### src/hw/rtl/pbnp_pkg.sv
package pbnp_pkg;

  localparam int OP_W = 2;

  typedef enum logic [OP_W-1:0] {
    OP_CLEAR = 2'd0,
    OP_LEARN = 2'd1,
    OP_PACK  = 2'd2,
    OP_READ  = 2'd3
  } op_t;

  localparam int PAL_ENTRIES = 15;
  localparam int IDX_W       = 4;
  localparam int COLOR_W     = 24;
  localparam int CHAN_W      = 8;

  localparam logic [IDX_W-1:0] TRANSPARENT_IDX = 4'hF;

  // Channel scale: floor(c * 6666 / 10000), the divide done as a
  // multiply by ceil(2^35 / 10000) and a shift, exact for c * 6666 < 2^21.
  localparam int MUL_W = 22;
  localparam int PROD_W = 2 * MUL_W;
  localparam logic [MUL_W-1:0] SCALE_NUM   = 22'd6666;
  localparam logic [MUL_W-1:0] SCALE_RECIP = 22'd3435974;
  localparam int SCALE_SHIFT = 35;

  // Stream payload widths, padded to whole bytes.
  localparam int S_DATA_W = 40;
  localparam int M_DATA_W = 40;

endpackage

### src/hw/rtl/palette_builder_nibble_packer.sv
// Accept to result valid: clear goes to S_EMIT; learn and pack pass S_SEARCH (N filled
// entries scanned one per cycle by one 24-bit comparator; skipped if transparent), S_APPLY,
// S_EMIT. Read: three channels through one shared 22x22 multiplier, each via S_MUL, S_DIV,
// S_STORE; an entry past the filled ones goes to S_EMIT. One item at a time: the next is
// accepted after the result loads the output register (a first pack pixel gives no result).
// Reset (rst, synchronous) clears count, flag and pairing; stored palette colors are kept.
module palette_builder_nibble_packer (
  input  logic                            clk,
  input  logic                            rst,
  input  logic                            s_tvalid,
  output logic                            s_tready,
  // red[7:0], green[15:8], blue[23:16], alpha[31:24], entry_index[35:32], zero pad
  input  logic [pbnp_pkg::S_DATA_W-1:0]   s_tdata,
  // operation[1:0]
  input  logic [pbnp_pkg::OP_W-1:0]       s_tuser,
  input  logic                            s_tlast,
  output logic                            m_tvalid,
  input  logic                            m_tready,
  // byte_out[7:0], color_count[11:8], too_many_colors[12], out_red[20:13],
  // out_green[28:21], out_blue[36:29], zero pad
  output logic [pbnp_pkg::M_DATA_W-1:0]   m_tdata,
  // kind[1:0]
  output logic [pbnp_pkg::OP_W-1:0]       m_tuser,
  output logic                            m_tlast
);
  import pbnp_pkg::*;

  typedef enum logic [6:0] {
    S_IDLE   = 7'b0000001,
    S_SEARCH = 7'b0000010,
    S_APPLY  = 7'b0000100,
    S_MUL    = 7'b0001000,
    S_DIV    = 7'b0010000,
    S_STORE  = 7'b0100000,
    S_EMIT   = 7'b1000000
  } state_t;

  state_t state;

  logic [COLOR_W-1:0] mem [PAL_ENTRIES];
  logic [COLOR_W-1:0] rd_data;

  logic [IDX_W-1:0]   idx;
  logic [IDX_W-1:0]   chk_idx;
  logic               chk_valid;
  logic               found;
  logic [IDX_W-1:0]   pos;
  op_t                op_q;
  logic [COLOR_W-1:0] rgb_q;
  logic               transp_q;
  logic               eog_q;
  logic [IDX_W-1:0]   count;
  logic               ovf;
  logic [IDX_W-1:0]   held;
  logic               odd;
  logic [1:0]         ch;
  logic [PROD_W-1:0]  prod;
  logic [CHAN_W-1:0]  scaled [3];
  logic [7:0]         byte_res;
  logic               last_res;

  logic               accept;
  op_t                in_op;
  logic [IDX_W-1:0]   in_sel;
  logic               in_transp;
  logic               hit;
  logic               issue;
  logic               rd_en;
  logic [IDX_W-1:0]   rd_addr;
  logic               learn_new;
  logic               wr_en;
  logic [IDX_W-1:0]   pack_idx;
  logic [CHAN_W-1:0]  chan;
  logic [MUL_W-1:0]   mul_a;
  logic [MUL_W-1:0]   mul_b;
  logic               emit_load;

  assign s_tready  = (state == S_IDLE);
  assign accept    = s_tvalid & s_tready;
  assign in_op     = op_t'(s_tuser);
  assign in_sel    = s_tdata[35:32];
  assign in_transp = (s_tdata[31:24] == 8'd0);

  // Compare the entry fetched last cycle while the next one is fetched.
  assign hit   = chk_valid && (rd_data == rgb_q);
  assign issue = (state == S_SEARCH) && !hit && (idx < count);
  assign rd_en = (accept && (in_op == OP_READ)) || issue;
  assign rd_addr = (state == S_IDLE) ? in_sel : idx;

  assign learn_new = (op_q == OP_LEARN) && !transp_q && !found;
  assign wr_en     = (state == S_APPLY) && learn_new && (count < IDX_W'(PAL_ENTRIES));
  assign pack_idx  = transp_q ? TRANSPARENT_IDX : (found ? pos : '0);

  always_comb begin
    case (ch)
      2'd0:    chan = rd_data[23:16];
      2'd1:    chan = rd_data[15:8];
      default: chan = rd_data[7:0];
    endcase
  end

  always_comb begin
    if (state == S_DIV) begin
      mul_a = prod[MUL_W-1:0];
      mul_b = SCALE_RECIP;
    end else begin
      mul_a = {{(MUL_W-CHAN_W){1'b0}}, chan};
      mul_b = SCALE_NUM;
    end
  end

  assign emit_load = (state == S_EMIT) && (!m_tvalid || m_tready);

  always_ff @(posedge clk) begin
    if (wr_en) begin
      mem[count] <= rgb_q;
    end
    if (rd_en) begin
      rd_data <= mem[rd_addr];
    end
  end

  always_ff @(posedge clk) begin
    if (state == S_MUL || state == S_DIV) begin
      prod <= mul_a * mul_b;
    end
  end

  always_ff @(posedge clk) begin
    if (rst) begin
      state     <= S_IDLE;
      count     <= '0;
      ovf       <= 1'b0;
      held      <= '0;
      odd       <= 1'b0;
      chk_valid <= 1'b0;
      m_tvalid  <= 1'b0;
    end else begin
      if (emit_load) begin
        m_tvalid <= 1'b1;
      end else if (m_tready) begin
        m_tvalid <= 1'b0;
      end

      case (state)
        S_IDLE: begin
          if (accept) begin
            op_q      <= in_op;
            rgb_q     <= {s_tdata[7:0], s_tdata[15:8], s_tdata[23:16]};
            transp_q  <= in_transp;
            eog_q     <= s_tlast;
            idx       <= '0;
            chk_valid <= 1'b0;
            found     <= 1'b0;
            pos       <= '0;
            ch        <= '0;
            byte_res  <= '0;
            last_res  <= 1'b0;
            scaled[0] <= '0;
            scaled[1] <= '0;
            scaled[2] <= '0;
            case (in_op)
              OP_CLEAR: begin
                count <= '0;
                ovf   <= 1'b0;
                held  <= '0;
                odd   <= 1'b0;
                state <= S_EMIT;
              end
              OP_LEARN, OP_PACK: begin
                state <= in_transp ? S_APPLY : S_SEARCH;
              end
              OP_READ: begin
                state <= (in_sel < count) ? S_MUL : S_EMIT;
              end
              default: begin
                state <= S_EMIT;
              end
            endcase
          end
        end
        S_SEARCH: begin
          chk_valid <= issue;
          if (hit) begin
            found <= 1'b1;
            pos   <= chk_idx;
            state <= S_APPLY;
          end else if (issue) begin
            chk_idx <= idx;
            idx     <= idx + 1'b1;
          end else begin
            state <= S_APPLY;
          end
        end
        S_APPLY: begin
          chk_valid <= 1'b0;
          if (op_q == OP_LEARN) begin
            if (learn_new) begin
              if (count < IDX_W'(PAL_ENTRIES)) begin
                count <= count + 1'b1;
              end else begin
                ovf <= 1'b1;
              end
            end
            state <= S_EMIT;
          end else if (!odd && !eog_q) begin
            // first of a pair: hold it, no result
            held  <= pack_idx;
            odd   <= 1'b1;
            state <= S_IDLE;
          end else begin
            byte_res <= odd ? {held, pack_idx} : {pack_idx, 4'd0};
            last_res <= eog_q;
            held     <= '0;
            odd      <= 1'b0;
            state    <= S_EMIT;
          end
        end
        S_MUL: begin
          state <= S_DIV;
        end
        S_DIV: begin
          state <= S_STORE;
        end
        S_STORE: begin
          scaled[ch] <= prod[SCALE_SHIFT +: CHAN_W];
          if (ch == 2'd2) begin
            state <= S_EMIT;
          end else begin
            ch    <= ch + 1'b1;
            state <= S_MUL;
          end
        end
        S_EMIT: begin
          if (emit_load) begin
            state <= S_IDLE;
          end
        end
        default: begin
          state <= S_IDLE;
        end
      endcase
    end
  end

  // Payload of the output register; loaded only with a new result.
  always_ff @(posedge clk) begin
    if (emit_load) begin
      m_tdata <= {3'd0, scaled[2], scaled[1], scaled[0], ovf, count, byte_res};
      m_tuser <= op_q;
      m_tlast <= last_res;
    end
  end

endmodule

### config.mk
export PLATFORM = sky130hd
export DESIGN_NAME = palette_builder_nibble_packer
export DESIGN_NICKNAME = d
export VERILOG_FILES = /design/src/hw/rtl/pbnp_pkg.sv /design/src/hw/rtl/palette_builder_nibble_packer.sv
export SDC_FILE = /design/constraint.sdc
export NUM_CORES = 1
export LEC_CHECK = 0
export BUFFER_PORTS_ARGS = -buffer_cell sky130_fd_sc_hd__buf_2
export CAP_MARGIN = 20
export CORE_MARGIN = 2
export CORE_UTILIZATION = 44
export DETAILED_ROUTE_END_ITERATION = 8
export PLACE_DENSITY_LB_ADDON = 0.1
export SLEW_MARGIN = 20
export SYNTH_ARGS = -nofsm -noshare
export SYNTH_HDL_FRONTEND = slang
export SYNTH_SLANG_ARGS = --single-unit
### constraint.sdc
create_clock -name clk -period 9.8 [get_ports clk]
set_input_delay 1.96 -clock clk [delete_from_list [all_inputs] [get_ports clk]]
set_output_delay 1.96 -clock clk [all_outputs]
set_load 0.01 [all_outputs]
==> flow_summary.ini, run 1 <==
[pwr]
peakVddDrop_mv = 0.164
pwr-share-clk_pct = 32.3
sw_frac_of_total_pct = 31.2
power.net_switching_w = 0.00201
p_leak_nw = 14.7
pwr-share-seq_pct = 42.0
pwr-share-comb_pct = 25.6
intPower_w = 0.00445
power.density_nw_per_um2 = 183

[yosys]
synthMuxAreaShare_pct = 1.95
yosys.area_share.simple_pct = 7.32
syn_area_um2 = 31900
synthAdderAreaFrac_pct = 22.5
synth-compound-area-share_pct = 9.31
synth_edf_count = 529
synth_top_area_share_pct = 49.8
syn_inst = 2624
ys_seq_area_share_pct = 51.0
synth-xor-area-share_pct = 1.57
ys_seq_elements = 548
avgSynthCellArea_um2 = 12.1
synth_top_family_by_area = adder cells
synth_ff_type = edfxtp_1
synth.area.top_cells = edfxtp_1 (50%), fa_1 (12%), ha_1 (10%), inv_1 (4.5%), a21oi_1 (2.2%)
synth_cell_types = 69
synthArstFlopShare_pct = 0
yosys_warnings = 0
synth_top_cell_by_area = edfxtp_1

[drt]
drt_iter0_markers = 1277
first_pass_iters = 5
drc = 0
avgViaCountPerCell = 5.40
ant_nets = 0
wirelength_mm = 80.3
vias = 19900
routedWlPerCell_um = 21.8

[worst_setup_path]
crit_path_end_kind = register
crit_fanout = 18
crit_arrival_ns = 8.60
setup.worst_path.start_class = register
crit_type = register to register
worst_ep_required_time_ns = 10.18

[timing]
period_needed_ns = 8.23
drv_slew = 0
rsz0062_at_grt = no
fin_hold_ws_ns = 0.414
fmax_mhz = 122
maxSlewHeadroom_pct = 30.9
tns_ns = 0
clock-skew-final_ns = 0.0777
worst_slew_pin_slew_ns = 1.03
finalCritPeriodShare_pct = 83.9
final_hold_viol_count = 0
setup_viol = 0

[global_routing]
grt_usage_pct = 21.8
grt_pass1_wl_mm = 124
antenna_found_initial = 0
grt_max_degree = 72
gr-total-overflow = 0
grt_pass1_vias = 21000

[layout]
finalInstanceArea_um2 = 35300
antenna_cells = 0
final_common_cell = edfxtp_1
mostFrequentLayoutCells = edfxtp_1 (529), inv_1 (386), ha_1 (257)
nets = 3203
nFillCells = 6445
final_util_pct = 49.3
drive_gt1_share_pct = 9.11
area_delta_synth_final_pct = 10.8

[die]
die_x_um = 273
initial_core_util_pct = 44.5
die_area_um2 = 74600
fp.dieH_um = 273
core.rowCount = 98
coreArea_um2 = 71600
ios = 92

[placed_design]
place_area_um2 = 33500
place_hpwl_mm = 55.5
routabilityCongestion = 0.871
io_buffer_count = 84

[clock_tree]
htreeDepth = 2
cts_tree = done
cts_hold_buffers = 0
cts-root-buf = clkbuf_16
cts-resized-gates = 0
path_clk_slew_ns = 0.06
cts_setup_buffers = 0
clock_path_buffers = 3
clock_sinks = 548
worstSkewPairLatency_ns = 0.64
numCtsBuffers = 59

[outcome]
status = complete, no violations

[run]
drv_cap = 0

[min_path]
min_path_type = register to register
power by group through the flow:
| stage | combinational, W | sequential [W] | clock, W |
|---|---|---|---|
| 3_5_place_dp | 0.00167 | 0.00277 | 0 |
| 6_report | 0.00166 | 0.00272 | 0.00209 |
| 2_1_floorplan | 0.00117 | 0.00275 | 0 |
| 5_1_grt | 0.00186 | 0.00272 | 0.00223 |
| 3_3_place_gp | 0.00166 | 0.00276 | 0 |
| 4_1_cts | 0.00168 | 0.00272 | 0.00214 |
state kept, by name (all words and copies together) (netlist names), 2 cells and up:
name,flops
prod,29
pos,4
scaled,24
rd_data,24
count,4
chk_idx,4
idx,4
m_tdata,37
byte_res,8
state,7
rgb_q,24
held,4
m_tuser,2
op_q,2
mem,360
ch,2
through the flow:
| stage | power, W | instances | worst slack (ns) |
|---|---|---|---|
| finish | 0.00646 | 3693 | 1.57 |
| floorplan | 0.00393 | 2646 | 2.59 |
| detailed placement | 0.00443 | 3589 | 1.52 |
| global route | 0.00680 | 3693 | 1.08 |
| global placement | 0.00442 | 3589 | 1.53 |
| CTS | 0.00654 | 3692 | 1.49 |
final timing paths:
check | slack, ns | start | endpoint | cells after the start
max | 1.57 | ch[0] | prod[36] | 26
min reg2reg | 0.41 | last_res | m_tlast | 0
max reg2reg | 1.57 | ch[0] | prod[36] | 26
min | 0.41 | last_res | m_tlast | 0
critical path, cell delays in order (launching register included):
cell and delay (ns):
edfxtp_1 0.42, inv_1 0.10, ha_1 0.72, nor2_1 0.33, nand2_1 0.15, nand2_1 0.14, nand2_1 0.27, nand2_1 0.14
inv_1 0.11, fa_1 0.45, fa_1 0.53, inv_1 0.05, fa_1 0.41, fa_1 0.48, fa_1 0.53, fa_1 0.50
inv_1 0.08, fa_1 0.49, inv_1 0.05, ha_1 0.36, a21oi_1 0.16, o21bai_1 0.16, a211o_1 0.14, nor3_1 0.06
o41ai_1 0.71, a31oi_1 0.21, xnor2_1 0.19
Yosys cell counts, types with 15 or more instances:
master     instances
a32oi_1           22
nor2_1           169
nand2_1          181
nor3_1            31
dfxtp_1           19
xnor2_1           30
a31oi_1           37
buf_2             17
nand3_1           28
mux2i_1           53
edfxtp_1         529
a211oi_1          54
and2_1            15
clkbuf_1         103
inv_1            386
a2bb2oi_1         18
a21oi_1          141
and3_1            31
ha_1             257
o21ai_0           90
fa_1             198
o22ai_1           26
xor2_1            27
logic make-up after synthesis:
kind of cell | after synthesis
other | 2
AO/OA/AOI/OAI | 467
adder cells (fa/ha/maj) | 455
flip-flops | 548
buffers and inverters | 520
AND/OR/NAND/NOR | 517
multiplexers | 58
XOR/XNOR | 57
layer usage:
metal,part of all wire (%),vias up,routed length [um],GRT usage [%]
li1,-,9297,-,-
met1,43,10100,34900,28.4
met2,51,409,41000,38.8
met3,3.3,114,2670,2.22
met4,2.2,0,1750,5.49
met5,0,-,0,0
final cells by class:
class                   count  area (um2)  share of cell area [%]
clock buffers              72        1530                    4.32
clock inverters            31         288                   0.815
inverters                 389        1470                    4.15
multi-input cells        1578       13900                    39.2
flip-flops and latches    548       16300                    46.0
well taps                 950        1190                    3.36
repair buffers            125         741                    2.10
No activity file was read; power rests on OpenSTA's default activity.
==> run 2: changes to the inputs <==
clock period = 8.4 ns   (was 9.8 ns; I/O delays follow)
==> run 2 against run 1 <==
  * Critical path depth shrank 2
  * Setup slack got worse by 1.1 ns
  * Register-to-register slack lost 1.1 ns
  * Clock skew decreased by 0.027 ns
  * Cell area is 0.74% higher
  * Critical endpoint is now prod[41]
  * Largest cell class unchanged
  * Highest routed layer unchanged
==> flow_summary.ini, run 2 (synthesis gave the netlist of run 1 again) <==
[outcome]
status = complete, no violations

[layout]
nFillCells = 6377
final_util_pct = 49.7
nets = 3220
drive_gt1_share_pct = 9.70
top_regs = mem (360), m_tdata (37), prod (29)
final_common_cell = edfxtp_1
mostFrequentLayoutCells = edfxtp_1 (529), inv_1 (386), ha_1 (257)
area_delta_synth_final_pct = 11.7
antenna_cells = 0
top_register = mem
largest_register_ffs = 360

[clock_tree]
cts-resized-gates = 0
numCtsBuffers = 59
worstSkewPairLatency_ns = 0.64
cts_tree = done
cts_hold_buffers = 0
path_clk_slew_ns = 0.06
cts_setup_buffers = 0
cts-root-buf = clkbuf_16
htreeDepth = 2
clock_path_buffers = 3
clock_sinks = 548

[min_path]
holdPathEnd = m_tdata[14]
worstHoldStart = scaled[0][1]
min_path_type = register to register
whs_path_depth = 0

[global_routing]
antenna_found_initial = 0
grt_pass1_wl_mm = 124
gr-total-overflow = 0
grt_max_degree = 74
grt_usage_pct = 21.8
grt_pass1_vias = 20800

[worst_setup_path]
reg2reg_depth = 24
crit_arrival_ns = 8.28
crit_type = register to register
setup.worst_path.start_class = register
crit_path_end_kind = register
r2r_slack_ns = 0.48
rr_startpoint = state[0]
worst_ep_required_time_ns = 8.76
worstSetupStartpoint = state[0]
worstReg2RegEnd = prod[41]
crit_fanout = 12

[die]
initial_core_util_pct = 44.5
core.rowCount = 98
ios = 92
die_x_um = 273
coreArea_um2 = 71600
die_area_um2 = 74600
fp.dieH_um = 273

[pwr]
power.density_nw_per_um2 = 216
peakVddDrop_mv = 0.197
p_leak_nw = 14.9
p_total_w = 0.00768

[timing]
final_hold_viol_count = 0
rsz0062_at_grt = no
period_needed_ns = 7.92
tns_ns = 0
setup_viol = 0
maxSlewHeadroom_pct = 28.0
clock-skew-final_ns = 0.0504
finalCritPeriodShare_pct = 94.2
drv_slew = 0
fmax_mhz = 126
worst_slew_pin_slew_ns = 1.07

[drt]
drt_iter0_markers = 1324
drc = 0
first_pass_iters = 8
ant_nets = 0
vias = 19900
wirelength_mm = 80.4
routedWlPerCell_um = 21.6
avgViaCountPerCell = 5.37

[placed_design]
routabilityCongestion = 0.876
io_buffer_count = 84
place_hpwl_mm = 56.2

[run]
drv_cap = 0
-- run 2: cell count changes in the layout (fill, tap and decap cells not counted), sizes merged --
cell,change
clkinv,-1
bufinv,+4
buf,+17
clkinvlp,-2
inv,-1
clkbuf,+3
-- run 2: per-stage QoR --
stage	instance area (um2)	instances	setup WS, ns	hold slack [ns]
after floorplan	32000	2646	1.19	0.400
after global placement	33600	3605	0.507	0.402
after detailed placement	33600	3605	0.414	0.405
after CTS	35500	3711	0.352	0.419
after global routing	35600	3713	0.0657	0.428
final	35600	3713	0.484	0.417
-- run 2: critical path, cell delays in order (launching register included) --
cell,delay (ns)
dfxtp_1,0.37
or3_1,0.40
or3_1,0.39
or2_2,0.46
nand3_1,0.21
o21ai_0,0.26
fa_1,0.51
fa_1,0.58
fa_1,0.45
fa_1,0.56
inv_1,0.05
fa_1,0.45
fa_1,0.53
inv_1,0.06
fa_1,0.50
inv_1,0.05
ha_1,0.37
nand4_1,0.19
nor2_1,0.09
a2111oi_0,0.37
nand2_1,0.13
a21oi_1,0.19
buf_4,0.16
o221ai_1,0.12
xor2_1,0.18
-- run 2: routing by layer --
| metal | routed length, um | vias to the layer above | track usage, % |
|---|---|---|---|
| met3 | 3040 | 124 | 2.53 |
| li1 | - | 9345 | - |
| met2 | 41000 | 420 | 38.7 |
| met5 | 0 | - | 0 |
| met4 | 2370 | 0 | 6.83 |
| met1 | 34000 | 10100 | 27.9 |
-- run 2: worst max-delay path by stage --
stage | end | slack, ns | cells after the start
4_1_cts | prod[40] | 0.35 | 25
5_1_grt | prod[41] | 0.07 | 24
2_1_floorplan | prod[42] | 1.19 | 26
3_5_place_dp | prod[40] | 0.41 | 25
3_3_place_gp | prod[40] | 0.51 | 21
6_report | prod[41] | 0.48 | 24
-- run 2: report_power, final --
group	internal, W	leakage (nW)	switching [W]
sequential	0.00312	4.93	0.0000481
combinational	0.000729	9.01	0.00124
clock	0.00148	0.913	0.00107
-- run 2: final cells by class --
cell class | instances | area [um2] | share of cell area [%]
clock inverter | 31 | 365 | 1.03
multi-input combinational | 1578 | 13900 | 38.9
tap | 950 | 1190 | 3.34
timing repair buffer | 142 | 908 | 2.55
sequential | 548 | 16300 | 45.7
inverter | 389 | 1470 | 4.12
clock buffer | 75 | 1540 | 4.32
